### config.mk
export PLATFORM = sky130hd
export DESIGN_NAME = vector_stroke_segment_decoder_unit_flat
export DESIGN_NICKNAME = d
export VERILOG_FILES = /design/src/hw/rtl/vssd_pkg.sv /design/src/hw/rtl/vssd_in_if.sv /design/src/hw/rtl/vssd_out_if.sv /design/src/hw/rtl/vector_stroke_segment_decoder_unit.sv /design/src/flat_wrapper.sv
export VERILOG_INCLUDE_DIRS = /design/src /design/src/hw/rtl
export SDC_FILE = /design/constraint.sdc
export NUM_CORES = 1
export LEC_CHECK = 0
export BUFFER_PORTS_ARGS = -buffer_cell sky130_fd_sc_hd__buf_2
export CAP_MARGIN = 20
export CORE_MARGIN = 3
export CORE_UTILIZATION = 60
export CTS_BUF_LIST = sky130_fd_sc_hd__clkbuf_4 sky130_fd_sc_hd__clkbuf_8 sky130_fd_sc_hd__clkbuf_16
export CTS_CLUSTER_DIAMETER = 200
export DETAILED_ROUTE_END_ITERATION = 16
export PLACE_DENSITY = 0.8
export SETUP_SLACK_MARGIN = 0.02
export SLEW_MARGIN = 5
export SYNTH_ARGS = -nofsm -noshare
export SYNTH_HDL_FRONTEND = slang
export SYNTH_SLANG_ARGS = --single-unit
### constraint.sdc
create_clock -name clk -period 11.85 [get_ports clk]
set_input_delay 2.37 -clock clk [delete_from_list [all_inputs] [get_ports clk]]
set_output_delay 2.37 -clock clk [all_outputs]
set_load 0.01 [all_outputs]
### src/hw/rtl/assert_macros.svh
// Assertion macros shared by the RTL of the vector stroke segment decoder.
// No dependencies; files that assert pull this in by include.
`ifndef ASSERT_MACROS_SVH
`define ASSERT_MACROS_SVH

`ifndef SYNTHESIS

// The property must hold at every clock edge outside reset.
`define VSSD_ASSERT(lbl, clk, rst, prop) \
  lbl: assert property (@(posedge clk) disable iff (rst) prop) \
    else $error("assertion failed");

// The expression must never be true outside reset.
`define VSSD_ASSERT_NEVER(lbl, clk, rst, expr) \
  lbl: assert property (@(posedge clk) disable iff (rst) !(expr)) \
    else $error("forbidden condition seen");

`else

`define VSSD_ASSERT(lbl, clk, rst, prop)
`define VSSD_ASSERT_NEVER(lbl, clk, rst, expr)

`endif

`endif

### src/hw/rtl/vssd_pkg.sv
// Types and constants of the vector stroke segment decoder.
// No dependencies; used by the output channel interface and the top level.
package vssd_pkg;

  localparam int unsigned CFG_INDEX_W = 1;
  localparam int unsigned CFG_DATA_W  = 16;

  localparam logic [CFG_INDEX_W-1:0] CFG_WIDE_COORDS = 1'd0;
  localparam logic [CFG_INDEX_W-1:0] CFG_Y_SHIFT     = 1'd1;

  localparam logic [7:0]  PEN_UP_BYTE = 8'h80;
  localparam logic [15:0] PEN_UP_WORD = 16'h8000;

  typedef logic signed [15:0] coord_t;

  // Position inside a point. Narrow mode tests only for PH_DX_LO (expecting dx)
  // and treats any other phase as expecting dy.
  typedef enum logic [1:0] {
    PH_DX_LO = 2'd0,
    PH_DX_HI = 2'd1,
    PH_DY_LO = 2'd2,
    PH_DY_HI = 2'd3
  } phase_t;

endpackage

### src/hw/rtl/vssd_in_if.sv
// Input channel of the vector stroke segment decoder: one stroke byte per transfer.
// No dependencies.
interface vssd_in_if;
  logic       valid;
  logic       ready;
  logic [7:0] stroke_byte;
  logic       glyph_first;

  modport source (output valid, output stroke_byte, output glyph_first, input ready);
  modport sink   (input valid, input stroke_byte, input glyph_first, output ready);
endinterface

### src/hw/rtl/vssd_out_if.sv
// Output channel of the vector stroke segment decoder: one line segment per transfer.
// Depends on vssd_pkg.
interface vssd_out_if;
  import vssd_pkg::*;

  logic   valid;
  logic   ready;
  coord_t from_x;
  coord_t from_y;
  coord_t to_x;
  coord_t to_y;

  modport source (output valid, output from_x, output from_y, output to_x, output to_y,
                  input ready);
  modport sink   (input valid, input from_x, input from_y, input to_x, input to_y,
                  output ready);
endinterface

### src/hw/rtl/vector_stroke_segment_decoder_unit.sv
// Top level of the vector stroke segment decoder: byte parser, pen state, segment register.
// Depends on vssd_pkg, vssd_in_if, vssd_out_if and assert_macros.svh.
//
//   channel   direction  payload                          transfer when
//   in_ch     in         stroke_byte[8], glyph_first[1]   valid & ready
//   out_ch    out        from_x, from_y, to_x, to_y [16]  valid & ready
//   cfg       in         cfg_index[1], cfg_data[16]       cfg_wr_en
//
// One byte is taken per cycle while the input is not stalled; a segment appears in
// the output register in the cycle after the byte that completes its point. The input is
// stalled only while a segment sits in the output register and the sink does not take it.
// Reset (rst, synchronous) clears configuration, pen state and the output valid.
`include "assert_macros.svh"

module vector_stroke_segment_decoder_unit (
  input  logic                             clk,
  input  logic                             rst,
  input  logic                             cfg_wr_en,
  input  logic [vssd_pkg::CFG_INDEX_W-1:0] cfg_index,
  input  logic [vssd_pkg::CFG_DATA_W-1:0]  cfg_data,
  vssd_in_if.sink                          in_ch,
  vssd_out_if.source                       out_ch
);
  import vssd_pkg::*;

  // Configuration.
  logic        wide_coords;
  logic [15:0] y_shift;

  // Pen and parser state.
  logic [15:0] pos_x, pos_y, prev_x, prev_y, held_dx;
  logic [7:0]  held_low_byte;
  logic        pen_is_down;
  phase_t      field_phase;

  logic [15:0] pos_x_next, pos_y_next, prev_x_next, prev_y_next, held_dx_next;
  logic [7:0]  held_low_byte_next;
  logic        pen_is_down_next;
  phase_t      field_phase_next;

  // Output register.
  logic        out_valid;
  logic [15:0] seg_from_x, seg_from_y, seg_to_x, seg_to_y;

  // Working values.
  logic [15:0] eff_pos_x, eff_pos_y, eff_prev_x, eff_prev_y, eff_held_dx;
  logic [7:0]  eff_held_low;
  logic        eff_pen;
  phase_t      eff_phase;
  logic [15:0] word, byte_sext, dy, sum_x, sum_y, cur_y;
  logic        apply, emit, in_fire;

  assign in_ch.ready = !out_valid || out_ch.ready;
  assign in_fire     = in_ch.valid && in_ch.ready;

  always_ff @(posedge clk) begin
    if (rst) begin
      wide_coords <= 1'b0;
      y_shift     <= '0;
    end else if (cfg_wr_en) begin
      unique case (cfg_index)
        CFG_WIDE_COORDS: wide_coords <= cfg_data[0];
        CFG_Y_SHIFT:     y_shift     <= cfg_data[15:0];
        default: ;
      endcase
    end
  end

  // A glyph start clears the pen state before its byte is used.
  always_comb begin
    if (in_ch.glyph_first) begin
      eff_pos_x    = '0;
      eff_pos_y    = '0;
      eff_prev_x   = '0;
      eff_prev_y   = '0;
      eff_held_dx  = '0;
      eff_held_low = '0;
      eff_pen      = 1'b0;
      eff_phase    = PH_DX_LO;
    end else begin
      eff_pos_x    = pos_x;
      eff_pos_y    = pos_y;
      eff_prev_x   = prev_x;
      eff_prev_y   = prev_y;
      eff_held_dx  = held_dx;
      eff_held_low = held_low_byte;
      eff_pen      = pen_is_down;
      eff_phase    = field_phase;
    end
  end

  assign word      = {in_ch.stroke_byte, eff_held_low};
  assign byte_sext = {{8{in_ch.stroke_byte[7]}}, in_ch.stroke_byte};
  assign dy        = wide_coords ? word : byte_sext;
  assign sum_x     = eff_pos_x + eff_held_dx;
  assign sum_y     = eff_pos_y + dy;
  assign cur_y     = sum_y + y_shift;

  always_comb begin
    pos_x_next         = eff_pos_x;
    pos_y_next         = eff_pos_y;
    prev_x_next        = eff_prev_x;
    prev_y_next        = eff_prev_y;
    held_dx_next       = eff_held_dx;
    held_low_byte_next = eff_held_low;
    pen_is_down_next   = eff_pen;
    field_phase_next   = eff_phase;
    apply              = 1'b0;

    if (wide_coords) begin
      unique case (eff_phase)
        PH_DX_LO: begin
          held_low_byte_next = in_ch.stroke_byte;
          field_phase_next   = PH_DX_HI;
        end
        PH_DX_HI: begin
          if (word == PEN_UP_WORD) begin
            pen_is_down_next = 1'b0;
            field_phase_next = PH_DX_LO;
          end else begin
            held_dx_next     = word;
            field_phase_next = PH_DY_LO;
          end
        end
        PH_DY_LO: begin
          held_low_byte_next = in_ch.stroke_byte;
          field_phase_next   = PH_DY_HI;
        end
        PH_DY_HI: begin
          field_phase_next = PH_DX_LO;
          apply            = 1'b1;
        end
        default: ;
      endcase
    end else if (eff_phase == PH_DX_LO) begin
      if (in_ch.stroke_byte == PEN_UP_BYTE) begin
        pen_is_down_next = 1'b0;
      end else begin
        held_dx_next     = byte_sext;
        field_phase_next = PH_DX_HI;
      end
    end else begin
      field_phase_next = PH_DX_LO;
      apply            = 1'b1;
    end

    if (apply) begin
      pos_x_next       = sum_x;
      pos_y_next       = sum_y;
      prev_x_next      = sum_x;
      prev_y_next      = cur_y;
      pen_is_down_next = 1'b1;
    end
  end

  assign emit = apply && eff_pen;

  always_ff @(posedge clk) begin
    if (rst) begin
      pos_x         <= '0;
      pos_y         <= '0;
      prev_x        <= '0;
      prev_y        <= '0;
      held_dx       <= '0;
      held_low_byte <= '0;
      pen_is_down   <= 1'b0;
      field_phase   <= PH_DX_LO;
    end else if (in_fire) begin
      pos_x         <= pos_x_next;
      pos_y         <= pos_y_next;
      prev_x        <= prev_x_next;
      prev_y        <= prev_y_next;
      held_dx       <= held_dx_next;
      held_low_byte <= held_low_byte_next;
      pen_is_down   <= pen_is_down_next;
      field_phase   <= field_phase_next;
    end
  end

  always_ff @(posedge clk) begin
    if (rst) begin
      out_valid <= 1'b0;
    end else if (in_ch.ready) begin
      out_valid <= in_fire && emit;
    end
  end

  always_ff @(posedge clk) begin
    if (in_fire && emit) begin
      seg_from_x <= eff_prev_x;
      seg_from_y <= eff_prev_y;
      seg_to_x   <= sum_x;
      seg_to_y   <= cur_y;
    end
  end

  assign out_ch.valid  = out_valid;
  assign out_ch.from_x = seg_from_x;
  assign out_ch.from_y = seg_from_y;
  assign out_ch.to_x   = seg_to_x;
  assign out_ch.to_y   = seg_to_y;

  // A glyph start puts the pen up, so its byte can never finish a segment.
  `VSSD_ASSERT(a_glyph_first_no_segment, clk, rst, in_fire && in_ch.glyph_first |=> !out_valid)
  // A waiting segment always ends at the stored last point with the pen down.
  `VSSD_ASSERT(a_segment_ends_at_prev, clk, rst,
    out_valid |-> pen_is_down && seg_to_x == prev_x && seg_to_y == prev_y)
  // The narrow pen-up marker in the dx slot lifts the pen.
  `VSSD_ASSERT(a_narrow_pen_up, clk, rst,
    in_fire && !wide_coords && eff_phase == PH_DX_LO && in_ch.stroke_byte == PEN_UP_BYTE
    |=> !pen_is_down)

endmodule

### src/flat_wrapper.sv
// flat-port wrapper written by rule: the top's interface ports become plain ports
module vector_stroke_segment_decoder_unit_flat import vssd_pkg::*;
  (clk, rst, cfg_wr_en, cfg_index, cfg_data, in_ch_valid, in_ch_stroke_byte, in_ch_glyph_first, in_ch_ready, out_ch_valid, out_ch_from_x, out_ch_from_y, out_ch_to_x, out_ch_to_y, out_ch_ready);
  vssd_in_if in_ch_i ();
  vssd_out_if out_ch_i ();
  input  logic clk;
  input  logic rst;
  input  logic cfg_wr_en;
  input  logic [vssd_pkg::CFG_INDEX_W-1:0] cfg_index;
  input  logic [vssd_pkg::CFG_DATA_W-1:0] cfg_data;
  input wire logic [$bits(in_ch_i.valid)-1:0] in_ch_valid;
  input wire logic [$bits(in_ch_i.stroke_byte)-1:0] in_ch_stroke_byte;
  input wire logic [$bits(in_ch_i.glyph_first)-1:0] in_ch_glyph_first;
  output wire logic [$bits(in_ch_i.ready)-1:0] in_ch_ready;
  output wire logic [$bits(out_ch_i.valid)-1:0] out_ch_valid;
  output wire logic [$bits(out_ch_i.from_x)-1:0] out_ch_from_x;
  output wire logic [$bits(out_ch_i.from_y)-1:0] out_ch_from_y;
  output wire logic [$bits(out_ch_i.to_x)-1:0] out_ch_to_x;
  output wire logic [$bits(out_ch_i.to_y)-1:0] out_ch_to_y;
  input wire logic [$bits(out_ch_i.ready)-1:0] out_ch_ready;
  assign in_ch_i.valid = in_ch_valid;
  assign in_ch_i.stroke_byte = in_ch_stroke_byte;
  assign in_ch_i.glyph_first = in_ch_glyph_first;
  assign in_ch_ready = in_ch_i.ready;
  assign out_ch_valid = out_ch_i.valid;
  assign out_ch_from_x = out_ch_i.from_x;
  assign out_ch_from_y = out_ch_i.from_y;
  assign out_ch_to_x = out_ch_i.to_x;
  assign out_ch_to_y = out_ch_i.to_y;
  assign out_ch_i.ready = out_ch_ready;
  vector_stroke_segment_decoder_unit u_core (.clk(clk), .rst(rst), .cfg_wr_en(cfg_wr_en), .cfg_index(cfg_index), .cfg_data(cfg_data), .in_ch(in_ch_i), .out_ch(out_ch_i));
endmodule
==> impl_metrics.toml <==
[power_and_ir_drop]
power.density_nw_per_um2 = 134
leakagePower_uw = 0.00407
seqPwrFrac_pct = 46.8
pwr-share-comb_pct = 11.5
vdd_ir_drop_max_uv = 100
p_sw_uw = 370
power_frac_clock_pct = 41.6
p_sw_share_pct = 27.3
p_int_uw = 985

[logic_synthesis]
synth-edff-count = 64
yosysUniqueCellTypes = 59
yosys.area.top_type = "dfxtp_1"
syn_inst = 933
syn_area_um2 = 8930
yosysSeqAreaShare_pct = 46.0
async_flop_share_pct = 0
synth_top_area_share_pct = 24.4
synthTopCellsByArea = "dfxtp_1, edfxtp_1, ha_1"
postSynthNetCount = 1014
avgSynthCellArea_um2 = 9.57
synth_seq_cells = 173
ys_top_cells_by_count = "dfxtp_1, nand2_1, nor2b_1"
synth-main-ff-cell = "dfxtp_1"
ys.warnings.count = 0

[placement]
dp_hpwl_mm = 14.6
gp_congestion = 0.886
io_buffer_count = 96

[min_path]
min_from = "u_core.prev_x[14]"
holdPathStages = 2
holdCritPathClass = "reg -> reg"
min_to = "u_core.prev_x[14]"

[setup_path]
worst_r2r_path_depth = 17
start_kind = "input pin"
ff2ff_setup_slack_ns = 7.25
worstSetupEndpointType = "flop"
r2r-end = "u_core.prev_y[14]"
required_ns = 12.18
slowest_delay_ns = 0.76
cp.arrival_ns = 7.14
critPathSlowestCell = "buf_4"
worstReg2RegStart = "u_core.wide_coords"
crit_chain = "buf_2 > buf_4 > nor2b_1 > mux2_2 > ha_1 > fa_1 > a21o_1 > a21oi_1 > o21a_1 > o21ai_0 > xor2_1 > ha_1 > a31oi_1 > nand2_1 > a2111o_1 > o21ai_0 > o21ai_0 > xor2_1 > a22o_1"
crit_type = "in -> reg"
crit_fanout = 99
crit_top_cell = "o21ai_0"

[clock_tree]
clk_pin_slew_ns = 0.07
postCtsSetupBuffers = 0
clk_latency_ns = 0.43
cts_tree = "done"
cts_root_buf = "clkbuf_16"
ctsLongestPathBuffers = 2
numCtsBuffers = 17
numClockSinks = 173
hold_buffers = 0
htree_levels = 4
cts_resized = 0

[routing]
drt-initial-drc-count = 708
wire_per_inst_um = 18.0
drtPass1Iterations = 5
wl_mm = 21.5
via_count = 7299
ant_nets = 0
viasPerCell = 6.09
drc = 0

[cells_and_area]
n_antenna_cell = 0
utilization_pct = 71.1
syn2layout_area_growth_pct = 13.1
drive_above_1_share_pct = 16.3
final_nets = 1087

[sta]
relSlewSlack_pct = 29.0
fin_crit_ns = 6.81
clock_skew_ns = 0.00737
hold_violations = 0
period_share_pct = 57.5
fmax_mhz = 147
maxSlewViolCount = 0
rsz0062_at_grt = "no"
worst_pin_slew_ns = 1.06
setup_violations = 0
fin_setup_tns_ns = 0

[run_status]
outcome = "completed"

[die]
start_util_pct = 62.9
io_pins = 97
rows = 43
die_w_um = 128
fp.dieH_um = 128
core-area_um2 = 14200
fp.dieArea_um2 = 16400

[grt]
grt_overflow = 0
grt_pass1_vias = 6723
grt_max_degree = 100
grt_pass1_wl_mm = 34.5
antenna_found_initial = 0
track_usage_pct = 26.3

[run]
maxCapViolCount = 0
-- cell type report --
type                    count  area (µm²)
clock buffers              19         464
clock inverters            13         143
fillers                  1084        4100
inverters                  19        71.3
multi-input cells         692        4560
flip-flops and latches    173        4100
well taps                 180         225
repair buffers            103         533
-- cell families (layout without fill, tap and decap cells) --
family	Yosys count	after routing	share of synthesized area (%)
adders and majority gates	50	50	7.26
muxes	21	21	2.62
xor gates and xnor gates	38	38	3.73
buffers and inverters	68	154	3.12
and+or+nand+nor	334	334	18.3
AOI/OAI and AO/OA	249	249	19.0
DFF	173	173	46.0
-- worst max-delay path, delay by kind of cell --
family | cells | cell delay (ns)
AO/OA/AOI/OAI | 9 | 1.88
XOR/XNOR | 2 | 0.43
adder cells (fa/ha/maj) | 3 | 1.02
buffers and inverters | 2 | 0.83
multiplexers | 1 | 0.32
AND/OR/NAND/NOR | 2 | 0.25
-- routing by layer --
metal  up-vias  routed length, µm  track usage [%]
li1       3521                  -                -
met1      3469               9970             38.8
met2       274               9620             40.0
met3        35               1540             4.33
met4         0                412             8.18
met5         -                  0                0
-- power by group through the flow --
stage	clock network (µW)	registers, µW	logic, µW
2_1_floorplan	0	645	113
3_3_place_gp	0	647	149
3_5_place_dp	0	648	152
4_1_cts	568	634	153
5_1_grt	592	635	172
6_report	564	635	156
-- cell usage in the layout (no fill, tap or decap), drive strengths merged, types with 9 or more instances in the layout --
cell type / netlist / final
a21o: 14 / 14
a21oi: 76 / 76
a22o: 17 / 17
a22oi: 27 / 27
a311oi: 12 / 12
buf: 11 / 103
clkbuf: 38 / 19
dfxtp: 109 / 109
edfxtp: 64 / 64
ha: 47 / 47
inv: 19 / 28
mux2: 19 / 19
nand2: 109 / 109
nand2b: 10 / 10
nand3: 9 / 9
nor2: 76 / 76
nor2b: 83 / 83
nor3: 11 / 11
o211ai: 10 / 10
o21a: 11 / 11
o21ai: 38 / 38
xnor2: 24 / 24
xor2: 14 / 14
-- worst max-delay path by stage --
| stage | endpoint | cells past startpoint | slack (ns) | from |
|---|---|---|---|---|
| after floorplan | u_core.prev_y[14] | 19 | 5.35 | in_ch_glyph_first |
| after global placement | u_core.prev_y[14] | 19 | 4.75 | in_ch_glyph_first |
| after detailed placement | u_core.prev_y[14] | 19 | 4.62 | in_ch_glyph_first |
| after CTS | u_core.prev_y[14] | 19 | 5.08 | in_ch_glyph_first |
| after global routing | u_core.prev_y[14] | 19 | 4.62 | in_ch_glyph_first |
| final | u_core.prev_y[14] | 19 | 5.04 | in_ch_glyph_first |
-- through the flow --
step | setup WS, ns | instance area (µm²) | hold slack (ns) | std cells | total power, µW
floorplan | 5.35 | 8930 | 0.417 | 933 | 759
global placement | 4.75 | 9490 | 0.426 | 1167 | 796
detailed placement | 4.62 | 9490 | 0.437 | 1167 | 799
CTS | 5.08 | 10100 | 0.452 | 1199 | 1360
global route | 4.62 | 10100 | 0.481 | 1199 | 1400
finish | 5.04 | 10100 | 0.453 | 1199 | 1360
Power figures use the tool's default switching activity.
